===== src/assert_macros.svh =====
// ----------------------------------------------------------------------------
// Assertion macros
// Shared concurrent assertion helpers. The assertions drop out of synthesis.
// ----------------------------------------------------------------------------
`ifndef ASSERT_MACROS_SVH
`define ASSERT_MACROS_SVH

`ifndef SYNTHESIS

// Check that the consequent holds in the same cycle as the antecedent
`define ASSERT_SAME(lbl, ante, cons, msg) \
  lbl: assert property (@(posedge clk) disable iff (rst) (ante) |-> (cons)) \
    else $error(msg);

// Check that the consequent holds in the cycle after the antecedent
`define ASSERT_NEXT(lbl, ante, cons, msg) \
  lbl: assert property (@(posedge clk) disable iff (rst) (ante) |=> (cons)) \
    else $error(msg);

`else

`define ASSERT_SAME(lbl, ante, cons, msg)
`define ASSERT_NEXT(lbl, ante, cons, msg)

`endif

`endif


===== src/i2cmbe_pkg.sv =====
// ----------------------------------------------------------------------------
// I2C master bit engine package
// Opcodes, transfer payload types and the phase count table.
// ----------------------------------------------------------------------------
`default_nettype none

package i2cmbe_pkg;

  // Command opcodes
  localparam logic [2:0] OP_START = 3'd0;
  localparam logic [2:0] OP_STOP  = 3'd1;
  localparam logic [2:0] OP_ACK   = 3'd2;
  localparam logic [2:0] OP_NACK  = 3'd3;
  localparam logic [2:0] OP_WAIT  = 3'd4;
  localparam logic [2:0] OP_SEND  = 3'd5;
  localparam logic [2:0] OP_RECV  = 3'd6;
  localparam logic [2:0] OP_NONE  = 3'd7;

  localparam logic [7:0] PHASE_TICKS_RESET = 8'd50;

  // One tick offered to the engine
  typedef struct packed {
    logic       cmd_valid;
    logic [2:0] opcode;
    logic [7:0] tx_byte;
    logic       sda_in;
  } cmd_item_t;

  // Line drive and status after one tick
  typedef struct packed {
    logic       scl_out;
    logic       sda_out;
    logic       ready_res;
    logic       done_res;
    logic [7:0] rx_byte;
    logic       ack_ok;
    logic       start_ok;
  } res_item_t;

  // Number of phases in each command's sequence
  function automatic logic [4:0] phase_total(input logic [2:0] op);
    logic [4:0] n;
    case (op)
      OP_START: n = 5'd3;
      OP_STOP:  n = 5'd4;
      OP_ACK:   n = 5'd4;
      OP_NACK:  n = 5'd4;
      OP_WAIT:  n = 5'd3;
      OP_SEND:  n = 5'd24;
      OP_RECV:  n = 5'd16;
      default:  n = 5'd1;
    endcase
    return n;
  endfunction

endpackage

`default_nettype wire


===== src/i2cmbe_if.sv =====
// ----------------------------------------------------------------------------
// I2C master bit engine channels
// Valid/ready channels for the tick input and the result output.
// ----------------------------------------------------------------------------
`default_nettype none

interface i2cmbe_cmd_if;
  import i2cmbe_pkg::*;

  logic      valid;
  logic      ready;
  cmd_item_t data;

  modport source (output valid, output data, input ready);
  modport sink   (input valid, input data, output ready);
endinterface

interface i2cmbe_res_if;
  import i2cmbe_pkg::*;

  logic      valid;
  logic      ready;
  res_item_t data;

  modport source (output valid, output data, input ready);
  modport sink   (input valid, input data, output ready);
endinterface

`default_nettype wire


===== src/i2c_master_bit_engine_unit.sv =====
// ----------------------------------------------------------------------------
// I2C master bit engine
// Sequences SCL and SDA for start, stop, ack, nack, wait-ack and byte transfers.
// ----------------------------------------------------------------------------
// Usage:
//   cmd : one transfer per time tick, carrying an optional command and the
//         sampled SDA level. A command is taken only while the engine is idle.
//   res : one transfer per accepted tick, carrying the SCL/SDA drive levels,
//         ready/done flags, the last received byte and the ack/start status.
//   cfg_we/cfg_wdata : write phase_ticks (ticks each phase is held, 0 acts
//         as 1); write it while no tick is in flight. A new value applies at
//         once, so a running phase ends as soon as its count reaches it.
// Result: the result of a tick is registered and presented in the cycle after its transfer.
// Throughput: one tick per cycle; the next-state logic and the result
//   register form a single pass, so a tick is taken in every cycle in which
//   the result register is empty or being drained.
// Reset: engine idle, both lines released, status and received byte cleared,
//   phase_ticks back to 50.
// Stall: while res is not ready the held result waits and cmd.ready drops,
//   so no tick is lost and the engine state does not advance.
// ----------------------------------------------------------------------------
`default_nettype none

`include "assert_macros.svh"

module i2c_master_bit_engine_unit (
  input  wire logic        clk,
  input  wire logic        rst,
  input  wire logic        cfg_we,
  input  wire logic [7:0]  cfg_wdata,
  i2cmbe_cmd_if.sink       cmd,
  i2cmbe_res_if.source     res
);
  import i2cmbe_pkg::*;

  // Engine state
  logic [7:0] phase_ticks;
  logic [4:0] seq_step;
  logic [7:0] tick_count;
  logic [7:0] shift_reg;
  logic [1:0] sub_phase;
  logic [2:0] active_cmd;
  logic       scl_level;
  logic       sda_level;
  logic [1:0] status_flags;
  logic [7:0] rx_hold;

  logic [4:0] seq_step_next;
  logic [7:0] tick_count_next;
  logic [7:0] shift_reg_next;
  logic [1:0] sub_phase_next;
  logic [2:0] active_cmd_next;
  logic       scl_level_next;
  logic       sda_level_next;
  logic [1:0] status_flags_next;
  logic [7:0] rx_hold_next;
  logic       done_next;

  // Result register
  logic      res_valid;
  res_item_t res_data;

  logic       accept;
  logic [7:0] eff_ticks;
  logic [7:0] count_inc;
  logic [4:0] cur_k;
  logic       last_phase;
  logic       fail;
  logic       enter_en;
  logic [2:0] enter_cmd;
  logic [4:0] enter_k;
  logic [1:0] enter_sub;
  logic [1:0] sub_wrap;

  assign cmd.ready = !res_valid || res.ready;
  assign accept    = cmd.valid && cmd.ready;
  assign res.valid = res_valid;
  assign res.data  = res_data;

  assign eff_ticks  = (phase_ticks == 8'd0) ? 8'd1 : phase_ticks;
  assign count_inc  = tick_count + 8'd1;
  assign cur_k      = seq_step - 5'd1;
  assign last_phase = seq_step >= phase_total(active_cmd);
  assign sub_wrap   = (active_cmd == OP_SEND) ? 2'd2 : 2'd1;

  // Work out the state after this tick
  always_comb begin
    seq_step_next     = seq_step;
    tick_count_next   = tick_count;
    shift_reg_next    = shift_reg;
    sub_phase_next    = sub_phase;
    active_cmd_next   = active_cmd;
    scl_level_next    = scl_level;
    sda_level_next    = sda_level;
    status_flags_next = status_flags;
    rx_hold_next      = rx_hold;
    done_next         = 1'b0;
    fail              = 1'b0;
    enter_en          = 1'b0;
    enter_cmd         = active_cmd;
    enter_k           = 5'd0;
    enter_sub         = 2'd0;

    if (seq_step == 5'd0) begin
      // Idle: take a command and open its first phase
      if (cmd.data.cmd_valid && cmd.data.opcode != OP_NONE) begin
        active_cmd_next = cmd.data.opcode;
        tick_count_next = 8'd0;
        shift_reg_next  = (cmd.data.opcode == OP_SEND) ? cmd.data.tx_byte : 8'd0;
        seq_step_next   = 5'd1;
        sub_phase_next  = 2'd0;
        enter_en        = 1'b1;
        enter_cmd       = cmd.data.opcode;
      end
    end else if (count_inc >= eff_ticks) begin
      // Phase end: sample, then advance or finish
      case (active_cmd)
        OP_START: begin
          if ((cur_k == 5'd0 && !cmd.data.sda_in) || (cur_k == 5'd1 && cmd.data.sda_in)) begin
            fail                 = 1'b1;
            status_flags_next[1] = 1'b0;
          end
          if (cur_k == 5'd2) begin
            status_flags_next[1] = 1'b1;
          end
        end
        OP_WAIT: begin
          if (last_phase) begin
            status_flags_next[0] = !cmd.data.sda_in;
            scl_level_next       = 1'b0;
          end
        end
        OP_SEND: begin
          if (last_phase) begin
            scl_level_next = 1'b0;
          end
        end
        OP_RECV: begin
          if (sub_phase[0]) begin
            shift_reg_next = {shift_reg[6:0], cmd.data.sda_in};
          end
          if (last_phase) begin
            scl_level_next = 1'b0;
            rx_hold_next   = shift_reg_next;
          end
        end
        default: begin
        end
      endcase
      tick_count_next = 8'd0;
      if (fail || last_phase) begin
        seq_step_next = 5'd0;
        done_next     = 1'b1;
      end else begin
        seq_step_next  = seq_step + 5'd1;
        sub_phase_next = (sub_phase == sub_wrap) ? 2'd0 : sub_phase + 2'd1;
        enter_en       = 1'b1;
        enter_k        = seq_step;
        enter_sub      = sub_phase_next;
      end
    end else begin
      tick_count_next = count_inc;
    end

    // Apply the line levels of the phase being entered
    if (enter_en) begin
      case (enter_cmd)
        OP_START: begin
          if (enter_k == 5'd0) begin
            sda_level_next = 1'b1;
            scl_level_next = 1'b1;
          end else begin
            sda_level_next = 1'b0;
          end
        end
        OP_STOP: begin
          case (enter_k)
            5'd0:    scl_level_next = 1'b0;
            5'd1:    sda_level_next = 1'b0;
            5'd2:    scl_level_next = 1'b1;
            default: sda_level_next = 1'b1;
          endcase
        end
        OP_ACK, OP_NACK: begin
          case (enter_k)
            5'd0:    scl_level_next = 1'b0;
            5'd1:    sda_level_next = (enter_cmd == OP_NACK);
            5'd2:    scl_level_next = 1'b1;
            default: scl_level_next = 1'b0;
          endcase
        end
        OP_WAIT: begin
          case (enter_k)
            5'd0:    scl_level_next = 1'b0;
            5'd1:    sda_level_next = 1'b1;
            default: scl_level_next = 1'b1;
          endcase
        end
        OP_SEND: begin
          case (enter_sub)
            2'd0: scl_level_next = 1'b0;
            2'd1: begin
              sda_level_next = shift_reg_next[7];
              shift_reg_next = {shift_reg_next[6:0], 1'b0};
            end
            default: scl_level_next = 1'b1;
          endcase
        end
        OP_RECV: begin
          if (!enter_sub[0]) begin
            if (enter_k == 5'd0) begin
              sda_level_next = 1'b1;
            end
            scl_level_next = 1'b0;
          end else begin
            scl_level_next = 1'b1;
          end
        end
        default: begin
        end
      endcase
    end
  end

  // Hold the phase length register
  always_ff @(posedge clk) begin
    if (rst) begin
      phase_ticks <= PHASE_TICKS_RESET;
    end else if (cfg_we) begin
      phase_ticks <= cfg_wdata;
    end
  end

  // Advance the engine on each accepted tick
  always_ff @(posedge clk) begin
    if (rst) begin
      seq_step     <= 5'd0;
      tick_count   <= 8'd0;
      shift_reg    <= 8'd0;
      sub_phase    <= 2'd0;
      active_cmd   <= OP_START;
      scl_level    <= 1'b1;
      sda_level    <= 1'b1;
      status_flags <= 2'd0;
      rx_hold      <= 8'd0;
    end else if (accept) begin
      seq_step     <= seq_step_next;
      tick_count   <= tick_count_next;
      shift_reg    <= shift_reg_next;
      sub_phase    <= sub_phase_next;
      active_cmd   <= active_cmd_next;
      scl_level    <= scl_level_next;
      sda_level    <= sda_level_next;
      status_flags <= status_flags_next;
      rx_hold      <= rx_hold_next;
    end
  end

  // Load the result register; drop it once transferred
  always_ff @(posedge clk) begin
    if (rst) begin
      res_valid <= 1'b0;
    end else if (accept) begin
      res_valid <= 1'b1;
    end else if (res.ready) begin
      res_valid <= 1'b0;
    end
  end

  always_ff @(posedge clk) begin
    if (accept) begin
      res_data.scl_out   <= scl_level_next;
      res_data.sda_out   <= sda_level_next;
      res_data.ready_res <= (seq_step_next == 5'd0);
      res_data.done_res  <= done_next;
      res_data.rx_byte   <= rx_hold_next;
      res_data.ack_ok    <= status_flags_next[0];
      res_data.start_ok  <= status_flags_next[1];
    end
  end

  // Checks
  `ASSERT_SAME(a_done_means_idle, res_valid && res_data.done_res, res_data.ready_res, "done without idle")
  `ASSERT_SAME(a_idle_count_clear, seq_step == 5'd0, tick_count == 8'd0, "idle with running count")
  `ASSERT_SAME(a_step_in_range, seq_step != 5'd0, seq_step <= phase_total(active_cmd), "phase step out of range")
  `ASSERT_NEXT(a_hold_when_stalled, !accept, $stable(seq_step) && $stable(tick_count), "state moved without a tick")

endmodule

`default_nettype wire


===== src/flat_wrapper.sv =====
// flat-port wrapper written by rule: the top's interface ports become plain ports
module i2c_master_bit_engine_unit_flat import i2cmbe_pkg::*;
  (clk, rst, cfg_we, cfg_wdata, cmd_valid, cmd_data, cmd_ready, res_valid, res_data, res_ready);
  i2cmbe_cmd_if cmd_i ();
  i2cmbe_res_if res_i ();
  input  wire logic clk;
  input  wire logic rst;
  input  wire logic cfg_we;
  input  wire logic [7:0] cfg_wdata;
  input wire logic [$bits(cmd_i.valid)-1:0] cmd_valid;
  input wire logic [$bits(cmd_i.data)-1:0] cmd_data;
  output wire logic [$bits(cmd_i.ready)-1:0] cmd_ready;
  output wire logic [$bits(res_i.valid)-1:0] res_valid;
  output wire logic [$bits(res_i.data)-1:0] res_data;
  input wire logic [$bits(res_i.ready)-1:0] res_ready;
  assign cmd_i.valid = cmd_valid;
  assign cmd_i.data = cmd_data;
  assign cmd_ready = cmd_i.ready;
  assign res_valid = res_i.valid;
  assign res_data = res_i.data;
  assign res_i.ready = res_ready;
  i2c_master_bit_engine_unit u_core (.clk(clk), .rst(rst), .cfg_we(cfg_we), .cfg_wdata(cfg_wdata), .cmd(cmd_i), .res(res_i));
endmodule

===== config.mk =====
export PLATFORM = sky130hd
export DESIGN_NAME = i2c_master_bit_engine_unit_flat
export DESIGN_NICKNAME = d
export VERILOG_FILES = /design/src/i2cmbe_pkg.sv /design/src/i2cmbe_if.sv /design/src/i2c_master_bit_engine_unit.sv /design/src/flat_wrapper.sv
export VERILOG_INCLUDE_DIRS = /design/src /design/src/src
export SDC_FILE = /design/constraint.sdc
export NUM_CORES = 1
export LEC_CHECK = 0
export ABC_AREA = 1
export BUFFER_PORTS_ARGS = -buffer_cell sky130_fd_sc_hd__buf_4
export CAP_MARGIN = 20
export CELL_PAD_IN_SITES_DETAIL_PLACEMENT = 0
export CELL_PAD_IN_SITES_GLOBAL_PLACEMENT = 1
export CORE_ASPECT_RATIO = 0.75
export CORE_MARGIN = 5
export CORE_UTILIZATION = 35
export CTS_CLUSTER_DIAMETER = 40
export DETAILED_ROUTE_END_ITERATION = 8
export PLACE_DENSITY = 0.75
export SYNTH_ARGS = -nofsm -noshare
export SYNTH_HDL_FRONTEND = slang
export SYNTH_SLANG_ARGS = --single-unit

===== constraint.sdc =====
create_clock -name clk -period 2.9 [get_ports clk]
set_input_delay 0.145 -clock clk [delete_from_list [all_inputs] [get_ports clk]]
set_output_delay 0.145 -clock clk [all_outputs]
set_load 0.02 [all_outputs]

* Yosys cells after proc, flatten, opt, wreduce, memory -nomap -nowiden *
Index checks and enable logic that the tools add are counted.

storage, ports and cells
  register bits = 61
  bits of input ports = 26
  output and inout bits = 16
  logic and storage cells = 149

operators by class
  add/sub/neg operators = 4
  magnitude comparators = 2
  equality and inequality tests = 22
  muxes and demuxes = 75
  bitwise logic cells = 1
  reductions and logical operators = 27

operators with widths
  cell                                              count
  two-way mux 8 bit                                 17
  two-way mux 5 bit                                 7
  two-way mux 1 bit                                 30
  two-way mux 2 bit                                 11
  == test 3 bit, second input constant              7
  logical NOT 5 bit                                 4
  one-hot mux 5 bit (4 select lines)                1
  == test 3 x 2 -> 1 bit, second input constant     4
  one-hot mux 1 bit (6 select lines)                2
  == test 5 x 1 -> 1 bit, second input constant     2
  == test 5 x 2 -> 1 bit, second input constant     2
  one-hot mux 1 bit (2 select lines)                5
  adder 8 x 1 -> 8 bit, second input constant       1
  greater-or-equal comparator 8 bit                 1
  logical NOT 8 bit                                 1
  OR reduction 2 bit                                4
  == test 3 x 1 -> 1 bit, second input constant     2
  logical NOT 3 bit                                 2
  two-way mux 3 bit                                 2
  OR reduction 3 bit                                2
  adder 5 x 1 -> 5 bit, second input constant       1
  greater-or-equal comparator 5 bit                 1
  subtractor 5 x 1 -> 5 bit, second input constant  1
  logical AND 1 bit                                 4
  other kinds (13)                                  17

* Longest topological paths before layout *
Gate-level depths: netlist of run 1.

  depth in word-level cells = 17
  depth in mapped cells = 22
  mapped depth without buffers = 21

* Worst setup path before layout of run 1 *
OpenSTA, ideal clock, no wires.

  path type = reg-to-reg
  from = register u_core.tick_count[0]
  to = register u_core.res.data[13] (netlist name)
  library setup time = 258 ps
  arrival = 2424 ps
  data required time = 2642 ps
  setup slack = 218 ps
  stages on the path, launching flop included = 17
  path buffers = 0
  cells stage by stage = dfxtp_1 -> nand3_1 -> nand3b_1 -> nand3b_1 -> xnor2_1 -> ha_1 -> nand2_1 -> nor2_1 -> nand4_1 -> nand3_1 -> nand2_1 -> o21ai_0 -> nand2_1 -> nand3_1 -> nand2_1 -> nor2_1 -> a21oi_1

between the ends
  longest elaborated chain between the ends = 8

ends and longest elaborated chain
  what                                                           line                                                                  text
  start: declaration                                             i2c_master_bit_engine_unit.sv:39                                      logic [7:0] tick_count;
  start signal: assignment                                       i2c_master_bit_engine_unit.sv:248                                     tick_count <= tick_count_next;
  adder 8 x 1 -> 8 bit *                                         i2c_master_bit_engine_unit.sv:81                                      assign count_inc = tick_count + 8'd1;
  greater-or-equal comparator 8 bit *                            i2c_master_bit_engine_unit.sv:115                                     end else if (count_inc >= eff_ticks) begin
  two-way mux 5 bit / two-way mux 2 bit (equally long branches)  i2c_master_bit_engine_unit.sv:115
  two-way mux 5 bit / two-way mux 2 bit (equally long branches)  i2c_master_bit_engine_unit.sv:104                                     if (seq_step == 5'd0) begin
  == test 5 x 1 -> 1 bit (tied with other cells)                 i2c_master_bit_engine_unit.sv:185, i2c_master_bit_engine_unit.sv:193
  one-hot mux 1 bit (2 select lines) (tied with other cells)     i2c_master_bit_engine_unit.sv:193                                     case (enter_k)
  one-hot mux 1 bit (6 select lines)                             i2c_master_bit_engine_unit.sv:167                                     case (enter_cmd)
  two-way mux 1 bit *                                            i2c_master_bit_engine_unit.sv:166                                     if (enter_en) begin
  via u_core.scl_level_next                                      i2c_master_bit_engine_unit.sv:53                                      logic scl_level_next;

Mark *: on every way through the listed nets, which the timed path passes. The rest lies on a longest branch.
A chain may end at the register's enable or synchronous reset.

* Worst setup path after layout of run 1 *
  from = register u_core.tick_count[0]
  to = register u_core.res.data[13] (netlist name)

between the ends
  longest elaborated chain between the ends = 8

ends and longest elaborated chain
  what                                                           line
  adder 8 x 1 -> 8 bit *                                         i2c_master_bit_engine_unit.sv:81
  greater-or-equal comparator 8 bit *                            i2c_master_bit_engine_unit.sv:115
  two-way mux 5 bit / two-way mux 2 bit (equally long branches)  i2c_master_bit_engine_unit.sv:115
  two-way mux 5 bit / two-way mux 2 bit (equally long branches)  i2c_master_bit_engine_unit.sv:104
  == test 5 x 1 -> 1 bit (tied with other cells)                 i2c_master_bit_engine_unit.sv:185, i2c_master_bit_engine_unit.sv:193
  one-hot mux 1 bit (2 select lines) (tied with other cells)     i2c_master_bit_engine_unit.sv:193
  one-hot mux 1 bit (6 select lines)                             i2c_master_bit_engine_unit.sv:167
  two-way mux 1 bit *                                            i2c_master_bit_engine_unit.sv:166
  via u_core.scl_level_next                                      i2c_master_bit_engine_unit.sv:53

Marked as above.

==> impl_results.md, run 1 <==
- Status: finished, violations left
- Failing checks: setup timing
- Core area: 0.0111 mm²
- Layout cells sized above 1: 0.231
- Die Footprint: about 0.014 mm²
- Crit path max-delay cell type: dfxtp_4
- Cell row count: 33
- Peak supply drop: ~350 µV
- Min cycle time layout: 2.94 ns
- TritonCTS Buffers: 9
- Share of power burned in registers: 0.348
- Hold_buf cts: 0
- Hold path depth: 3
- Crit path top cell by count: nor2_2
- Worst r2r path cells: 18
- Finished Core Util: 0.473
- Die H: 103 µm
- Clock Latency Late Sink: between 0.3 and 0.4 ns
- Chip width: ~130 µm
- Worst Path Max Fanout: 6
- NetSw: 0.851 mW
- Clk root buf: clkbuf_16
- Adder-Cell Fraction of Synth Area: 0.0591
- Overflow after GRT: 0
- Critical path required time: 2.97 ns
- Mean Syn Cell Area: 6.83 µm²
- Port-buffer cells: 41
- Cell Area, Placed: 0.00473 mm²
- Pin count of the biggest net entering global routing: 34
- IO Count: 42
- Final WS setup: -0.0355 ns
- Crit-path leading delay family: simple AND/OR/NAND/NOR gates
- YS warnings: 0
- Most frequent cells in the layout: nand2_1, inv_1, buf_4
- CP max stage delay: 0.37 ns
- Commonest non-fill, non-tap cell in the layout: nand2_1
- Vias in the first global route: 3897
- Hold Startpoint: cfg_wdata[1]
- Final HPWL DP: 8540 µm
- Power Density: 535 mW/mm²
- Multiplexer share of the synthesized area: 0.00249
- Crit Path Category: reg -> reg
- Main combinational cell family by area after synthesis: simple AND/OR/NAND/NOR gates
- Final Hold Vio Count: 0
- Slew at the pin with the worst max-slew slack: 0.546 ns
- Clock power share: 0.400
- Post-synth ARST share: 0
- RePlAce Congestion: ~0.9
- Distinct cells, synth: 47
- DRT Wirelength: 11600 µm
- Post-DRT Antenna Nets: 0
- R2R setup slack: -0.04 ns
- Via count: 4042
- Max Buffers Root-to-Sink: 2
- Final setup vio count: 2
- Xor and xnor area share after synthesis: 0.0196
- Simple-Gate Fraction of Synth Area: 0.272
- Min-Delay Path Class: in -> reg
- Clock-pin slew on the worst setup and hold paths: roughly 0.050 ns
- Fin crit share: 1.01
- H-Tree Level Count: 3
- Initial antenna violation count: 0
- Post-synthesis compound-gate area fraction: 0.193
- R2R Path Start: u_core.tick_count[0]
- Tot Pwr: 2.81 mW
- Peak Freq: 341 MHz
- Hold Crit Endpoint: u_core.phase_ticks[1]
- Starting Density: 0.362
- Max reg flops: 14
- Fin area: 0.00525 mm²
- Post-Route Skew: 0.00763 ns
- Yosys reg bits: 61
- Power Internal: 1.96 mW
- Worst EP arrival: 3.01 ns
- Rel. slew slack: 0.635
- Mapped Area: 0.00402 mm²
- TritonCTS sink count: a little over 60
- Initial drt markers: 292
- Sequential cell area fraction in the yosys report: 0.338
- # DRC: 0
- Area delta synth->final: 30.4%
- Post-synth top flop: dfxtp_1
- Combinational Power Share: 0.252
- EDFF count, synth: 14
- Syn Inst Count: 589
- RSZ-0062 raised after global routing: true
- Fill count: 1104
- Synth Net Count: 634
- Switching share of power: 0.303
- Tot GR Track Use: 0.171
- DRT Pass-1 Iters: 4
- CTS tree: built
- Ant diodes: 0
- Max-slew violations: 0
- Crit-path cells: nand3_2 -> nand3b_1 -> nand3b_1 -> xnor2_2 -> ha_1 -> nand2_2 -> nor2_2 -> nand4_1 -> nand3_4 -> buf_6 -> nor2_2 -> inv_2 -> nand3_2 -> nor2_2 -> nand2_1 -> nor2_1 -> and2_4 -> a21oi_2
- First-pass GRT wire length: between 15000 and 20000 µm
- Max_cap viols: 0
- Critical path buffer and inverter count: 2
- Leakage Power: 2.62 nW
- Critical Path End Type: register
- Fin nets: 711
- CP Launch Type: register
- Routed WL per cell: 14.3 µm
- FF-to-FF End: u_core.res.data[13]
- Vias per cell: 4.98
==> per-stage QoR <==
| step | hold slack [ns] | worst slack (ns) | instances | setup TNS (ns) |
|---|---|---|---|---|
| 6_report | 0.0343 | -0.0355 | 811 | -0.0384 |
| 3_5_place_dp | 0.367 | -0.111 | 789 | -0.404 |
| 3_3_place_gp | 0.362 | -0.000701 | 789 | -0.000701 |
| 5_1_grt | 0.0519 | -0.265 | 811 | -3.19 |
| 2_1_floorplan | 0.256 | 0.218 | 589 | 0 |
| 4_1_cts | 0.0307 | 0.00597 | 805 | 0 |
==> timing repair <==
item                                    4_1_cts  5_1_grt
buffers inserted                              0        6
gates resized for setup                       2       46
endpoints found under the setup margin       25       42
pin swaps                                     1       21
==> per-layer routing <==
layer | vias up | global-route usage | part of all wire
met1 | 1863 | 0.236 | 0.49
met2 | 92 | 0.280 | 0.45
met4 | 0 | 0.0411 | 0.010
met5 | - | 0 | 0
met3 | 10 | 0.0327 | 0.047
li1 | 2077 | - | -
==> worst max path at each step <==
stage	start	endpoint	slack [ns]	depth (start not counted)
after floorplan	u_core.tick_count[0]	u_core.res.data[13]	0.22	16
after global placement	u_core.tick_count[0]	u_core.res.data[13]	-0.0007	18
after detailed placement	u_core.tick_count[0]	u_core.res.data[13]	-0.11	16
after CTS	u_core.tick_count[1]	u_core.res.data[13]	0.006	18
after global routing	u_core.tick_count[0]	u_core.scl_level	-0.27	20
final	u_core.tick_count[0]	u_core.res.data[13]	-0.04	18
==> layout make-up <==
class / count / area, µm² / share of cell area
clock buffers: 12 / 236 / 0.0451
well taps: 140 / 175 / 0.0334
inverters: 101 / 384 / 0.0732
multi-input cells: 409 / 2340 / 0.445
clock inverters: 4 / 72.6 / 0.0138
repair buffers: 84 / 674 / 0.128
flip-flops and latches: 61 / 1370 / 0.261
==> cells by family after synthesis <==
logic type | Yosys count
adder cells (fa/ha/maj) | 19
multiplexers | 1
buffers and inverters | 119
AND/OR/NAND/NOR | 248
XOR/XNOR | 9
AO/OA/AOI/OAI | 132
flip-flops | 61
==> Yosys cell counts (2+ instances only) <==
cell type | number | area, µm²
a21oi_1 | 42 | 210
nand2_2 | 4 | 25.0
a22oi_1 | 8 | 60.1
nand3_1 | 43 | 215
nor2_1 | 51 | 191
nor2_2 | 5 | 31.3
o221ai_1 | 3 | 26.3
inv_1 | 94 | 353
o21ai_0 | 53 | 265
clkbuf_1 | 12 | 45.0
inv_4 | 2 | 12.5
a31oi_1 | 3 | 18.8
nand3b_1 | 3 | 22.5
ha_1 | 19 | 238
xor2_1 | 7 | 61.3
o211ai_1 | 5 | 37.5
a21boi_0 | 2 | 15.0
nand4_1 | 4 | 25.0
inv_2 | 4 | 15.0
xnor2_1 | 2 | 17.5
o21ai_2 | 3 | 26.3
dfxtp_1 | 47 | 941
nand2_4 | 2 | 22.5
o22ai_1 | 2 | 12.5
o21ai_4 | 2 | 32.5
buf_2 | 3 | 15.0
nand2_1 | 129 | 484
edfxtp_1 | 14 | 420
o21ai_1 | 3 | 15.0
==> worst register-to-register path: cells and delay by family (launching register included) <==
| kind | cells | cell delay [ns] |
|---|---|---|
| compound gates | 1 | 0.05 |
| xor+xnor | 1 | 0.17 |
| fa+ha+maj | 1 | 0.32 |
| buf+inv | 2 | 0.19 |
| flops | 1 | 0.37 |
| simple gates | 13 | 1.57 |
==> power groups by stage <==
stage,sequential (mW),clock (mW),combinational [mW]
after detailed placement,0.992,0,0.657
after global placement,0.990,0,0.653
after global routing,0.983,1.19,0.788
final,0.976,1.12,0.707
after CTS,0.975,1.15,0.662
after floorplan,1.01,0,0.402
Note: power is estimated with default switching activity, not from simulation.
==> run 2: changes to the inputs <==
Settings changed: MAX_ROUTING_LAYER set to met4, PLACE_DENSITY 0.75 to 0.69.
==> run 2 against run 1 <==
  * The run still ends with setup timing left
  * Clock-buffer cell count shrank 1
  * Sequential power is essentially flat
  * Cell area shrank 1.5%
  * Sequential share of layout area grew 0.31 points
  * Register-to-register slack gained 0.02 ns
  * Critical path depth shrank 1
  * Final cell count shrank 0.62%
  * Die area is the same
  * Critical endpoint unchanged
==> impl_results.md, run 2 (synthesized netlist as in run 1, its figures left out) <==
- Status: finished, violations left
- Failing checks: setup timing
- Routed WL per cell: 14.4 µm (+0.31%)
- RePlAce Congestion: 0.893 (-1.9%)
- Worst Path Max Fanout: 6 (unchanged)
- Core area: 0.0111 mm² (unchanged)
- Commonest non-fill, non-tap cell in the layout: nand2_1
- Ant diodes: 0 (unchanged)
- Fin nets: 706 (-0.70%)
- Pin count of the biggest net entering global routing: 34 (unchanged)
- Max reg flops: 14 (unchanged)
- Tot GR Track Use: 0.180 (+0.00912)
- Min cycle time layout: 2.91 ns (-0.0250 ns)
- IO Count: 42 (unchanged)
- Crit path max-delay cell type: dfxtp_2
- Port-buffer cells: 41 (unchanged)
- Area delta synth->final: 28.5%
- Final Hold Vio Count: 0 (unchanged)
- Peak supply drop: 267 µV (-23%)
- DRT Wirelength: 11600 µm (-0.31%)
- Post-Route Skew: 0.0105 ns (+0.00291 ns)
- Clock-pin slew on the worst setup and hold paths: 0.06 ns (about the same)
- Finished Core Util: 0.466 (-0.00687)
- Fill count: 1136 (+2.9%)
- # DRC: 0 (unchanged)
- Post-DRT Antenna Nets: 0 (unchanged)
- Fin crit share: 1.00 (-0.00861)
- CTS tree: built
- Hold_buf cts: 0 (unchanged)
- Slew at the pin with the worst max-slew slack: 0.565 ns (+0.0187 ns)
- Max_cap viols: 0 (unchanged)
- CP Launch Type: register
- Vias in the first global route: 3903 (+0.15%)
- Min-Delay Path Class: in -> reg
- Leakage Power: 2.58 nW (-1.7%)
- Initial drt markers: 280 (-4.1%)
- Starting Density: 0.362 (unchanged)
- Power Density: 529 mW/mm² (-1.0%)
- Chip width: 134 µm (unchanged)
- Crit-path cells: nand3_2 -> nand3b_1 -> nand3b_1 -> xnor2_2 -> ha_1 -> nand2_2 -> nor2_2 -> nand4_1 -> nand3_4 -> buf_6 -> nand4_1 -> inv_2 -> nand2_1 -> nand3_1 -> nand2_1 -> nor2_1 -> a21oi_2
- Peak Freq: 344 MHz (+0.86%)
- Initial antenna violation count: 0 (unchanged)
- Rel. slew slack: 0.623 (-0.0125)
- Worst EP arrival: 2.99 ns (-0.02 ns)
- First-pass GRT wire length: 19000 µm (+0.11%)
- Final HPWL DP: 8560 µm (+0.26%)
- Layout cells sized above 1: 0.233 (+0.00173)
- Cell Area, Placed: 0.00470 mm² (-0.58%)
- TritonCTS sink count: 61 (unchanged)
- Cell row count: 33 (unchanged)
- Critical path buffer and inverter count: 2 (unchanged)
- Final setup vio count: 1 (-1)
- Via count: 3968 (-1.8%)
- Die H: 103 µm (unchanged)
- Crit-path leading delay family: simple AND/OR/NAND/NOR gates
- Most frequent cells in the layout: nand2_1, inv_1, buf_4
- DRT Pass-1 Iters: 4 (unchanged)
- Dpl ws: -0.162 ns (-0.0511 ns)
- Hold Slack: 0.0278 ns (-0.00648 ns)
- Max-slew violations: 0 (unchanged)
- Final WS setup: -0.0106 ns (+0.0250 ns)
- Max Buffers Root-to-Sink: 2 (unchanged)
- Overflow after GRT: 0 (unchanged)
- Clock Latency Late Sink: 0.34 ns (about the same)
- Critical Path End Type: register
- Clk root buf: clkbuf_16
- H-Tree Level Count: 3 (unchanged)
- Crit Path Category: reg -> reg
- Critical path required time: 2.98 ns (about the same)
- Die Footprint: 0.0138 mm² (unchanged)
- Fin area: 0.00517 mm² (-1.5%)
- Vias per cell: 4.92 (-1.2%)
- RSZ-0062 raised after global routing: true
- CP max stage delay: 0.35 ns (-0.02 ns)
- TritonCTS Buffers: 9 (unchanged)
## run 2: cell types whose count changed in the layout (fill, tap and decap cells not counted), moves of 3 or more
cell / change
dfxtp_2: +3
o221ai_1: +3
clkbuf_1: -3
clkinv_2: +3
nand3_1: -3
o221ai_2: -3
buf_4: -3
## run 2: stage by stage
step | setup TNS, ns | power [mW] | cells
after floorplan | 0 | 1.41 | 589
after global placement | -0.0232 | 1.63 | 787
after detailed placement | -1.82 | 1.63 | 787
after CTS | 0 | 2.74 | 803
after global routing | -2.14 | 2.89 | 806
final | -0.0106 | 2.74 | 806
## run 2: worst paths after layout
path	from	endpoint	slack, ns	cells past startpoint
hold reg to reg	u_core.phase_ticks[1]	u_core.phase_ticks[1]	0.49	2
setup reg to reg	u_core.tick_count[0]	u_core.res.data[13]	-0.01	17
setup / recovery	u_core.tick_count[0]	u_core.res.data[13]	-0.01	17
hold / removal	cfg_wdata[1]	u_core.phase_ticks[1]	0.03	3
## run 2: worst min-delay path, cell delays in order
cell and delay [ns]:
buf_4 0.08, a21oi_1 0.05, o21ai_0 0.06
## run 2: cell type report
class                           count  area, µm²  share of cell area
Sequential cell                    61       1370               0.264
Clock buffer                       11        275              0.0532
Clock inverter                      5       27.5             0.00532
Tap cell                          140        175              0.0339
Timing Repair Buffer               79        617               0.119
Multi-Input combinational cell    409       2330               0.450
Inverter                          101        387              0.0747
## run 2: layer usage
| metal | routed length (µm) | track usage | vias to the layer above |
|---|---|---|---|
| met1 | 5850 | 0.239 | 1811 |
| met3 | 519 | 0.0376 | 11 |
| met5 | 0 | - | - |
| li1 | - | - | 2070 |
| met2 | 5070 | 0.276 | 76 |
| met4 | 132 | 0.0617 | 0 |
## run 2: power by group
group          switching (mW)  internal, mW
sequential             0.0379         0.939
combinational           0.432         0.247
clock                   0.402         0.678
total                   0.872          1.86
## run 2: what timing repair did
item,CTS,global route
endpoints found under the setup margin,35,41
gates resized for setup,8,39
pin swaps,4,20
buffers inserted,0,3
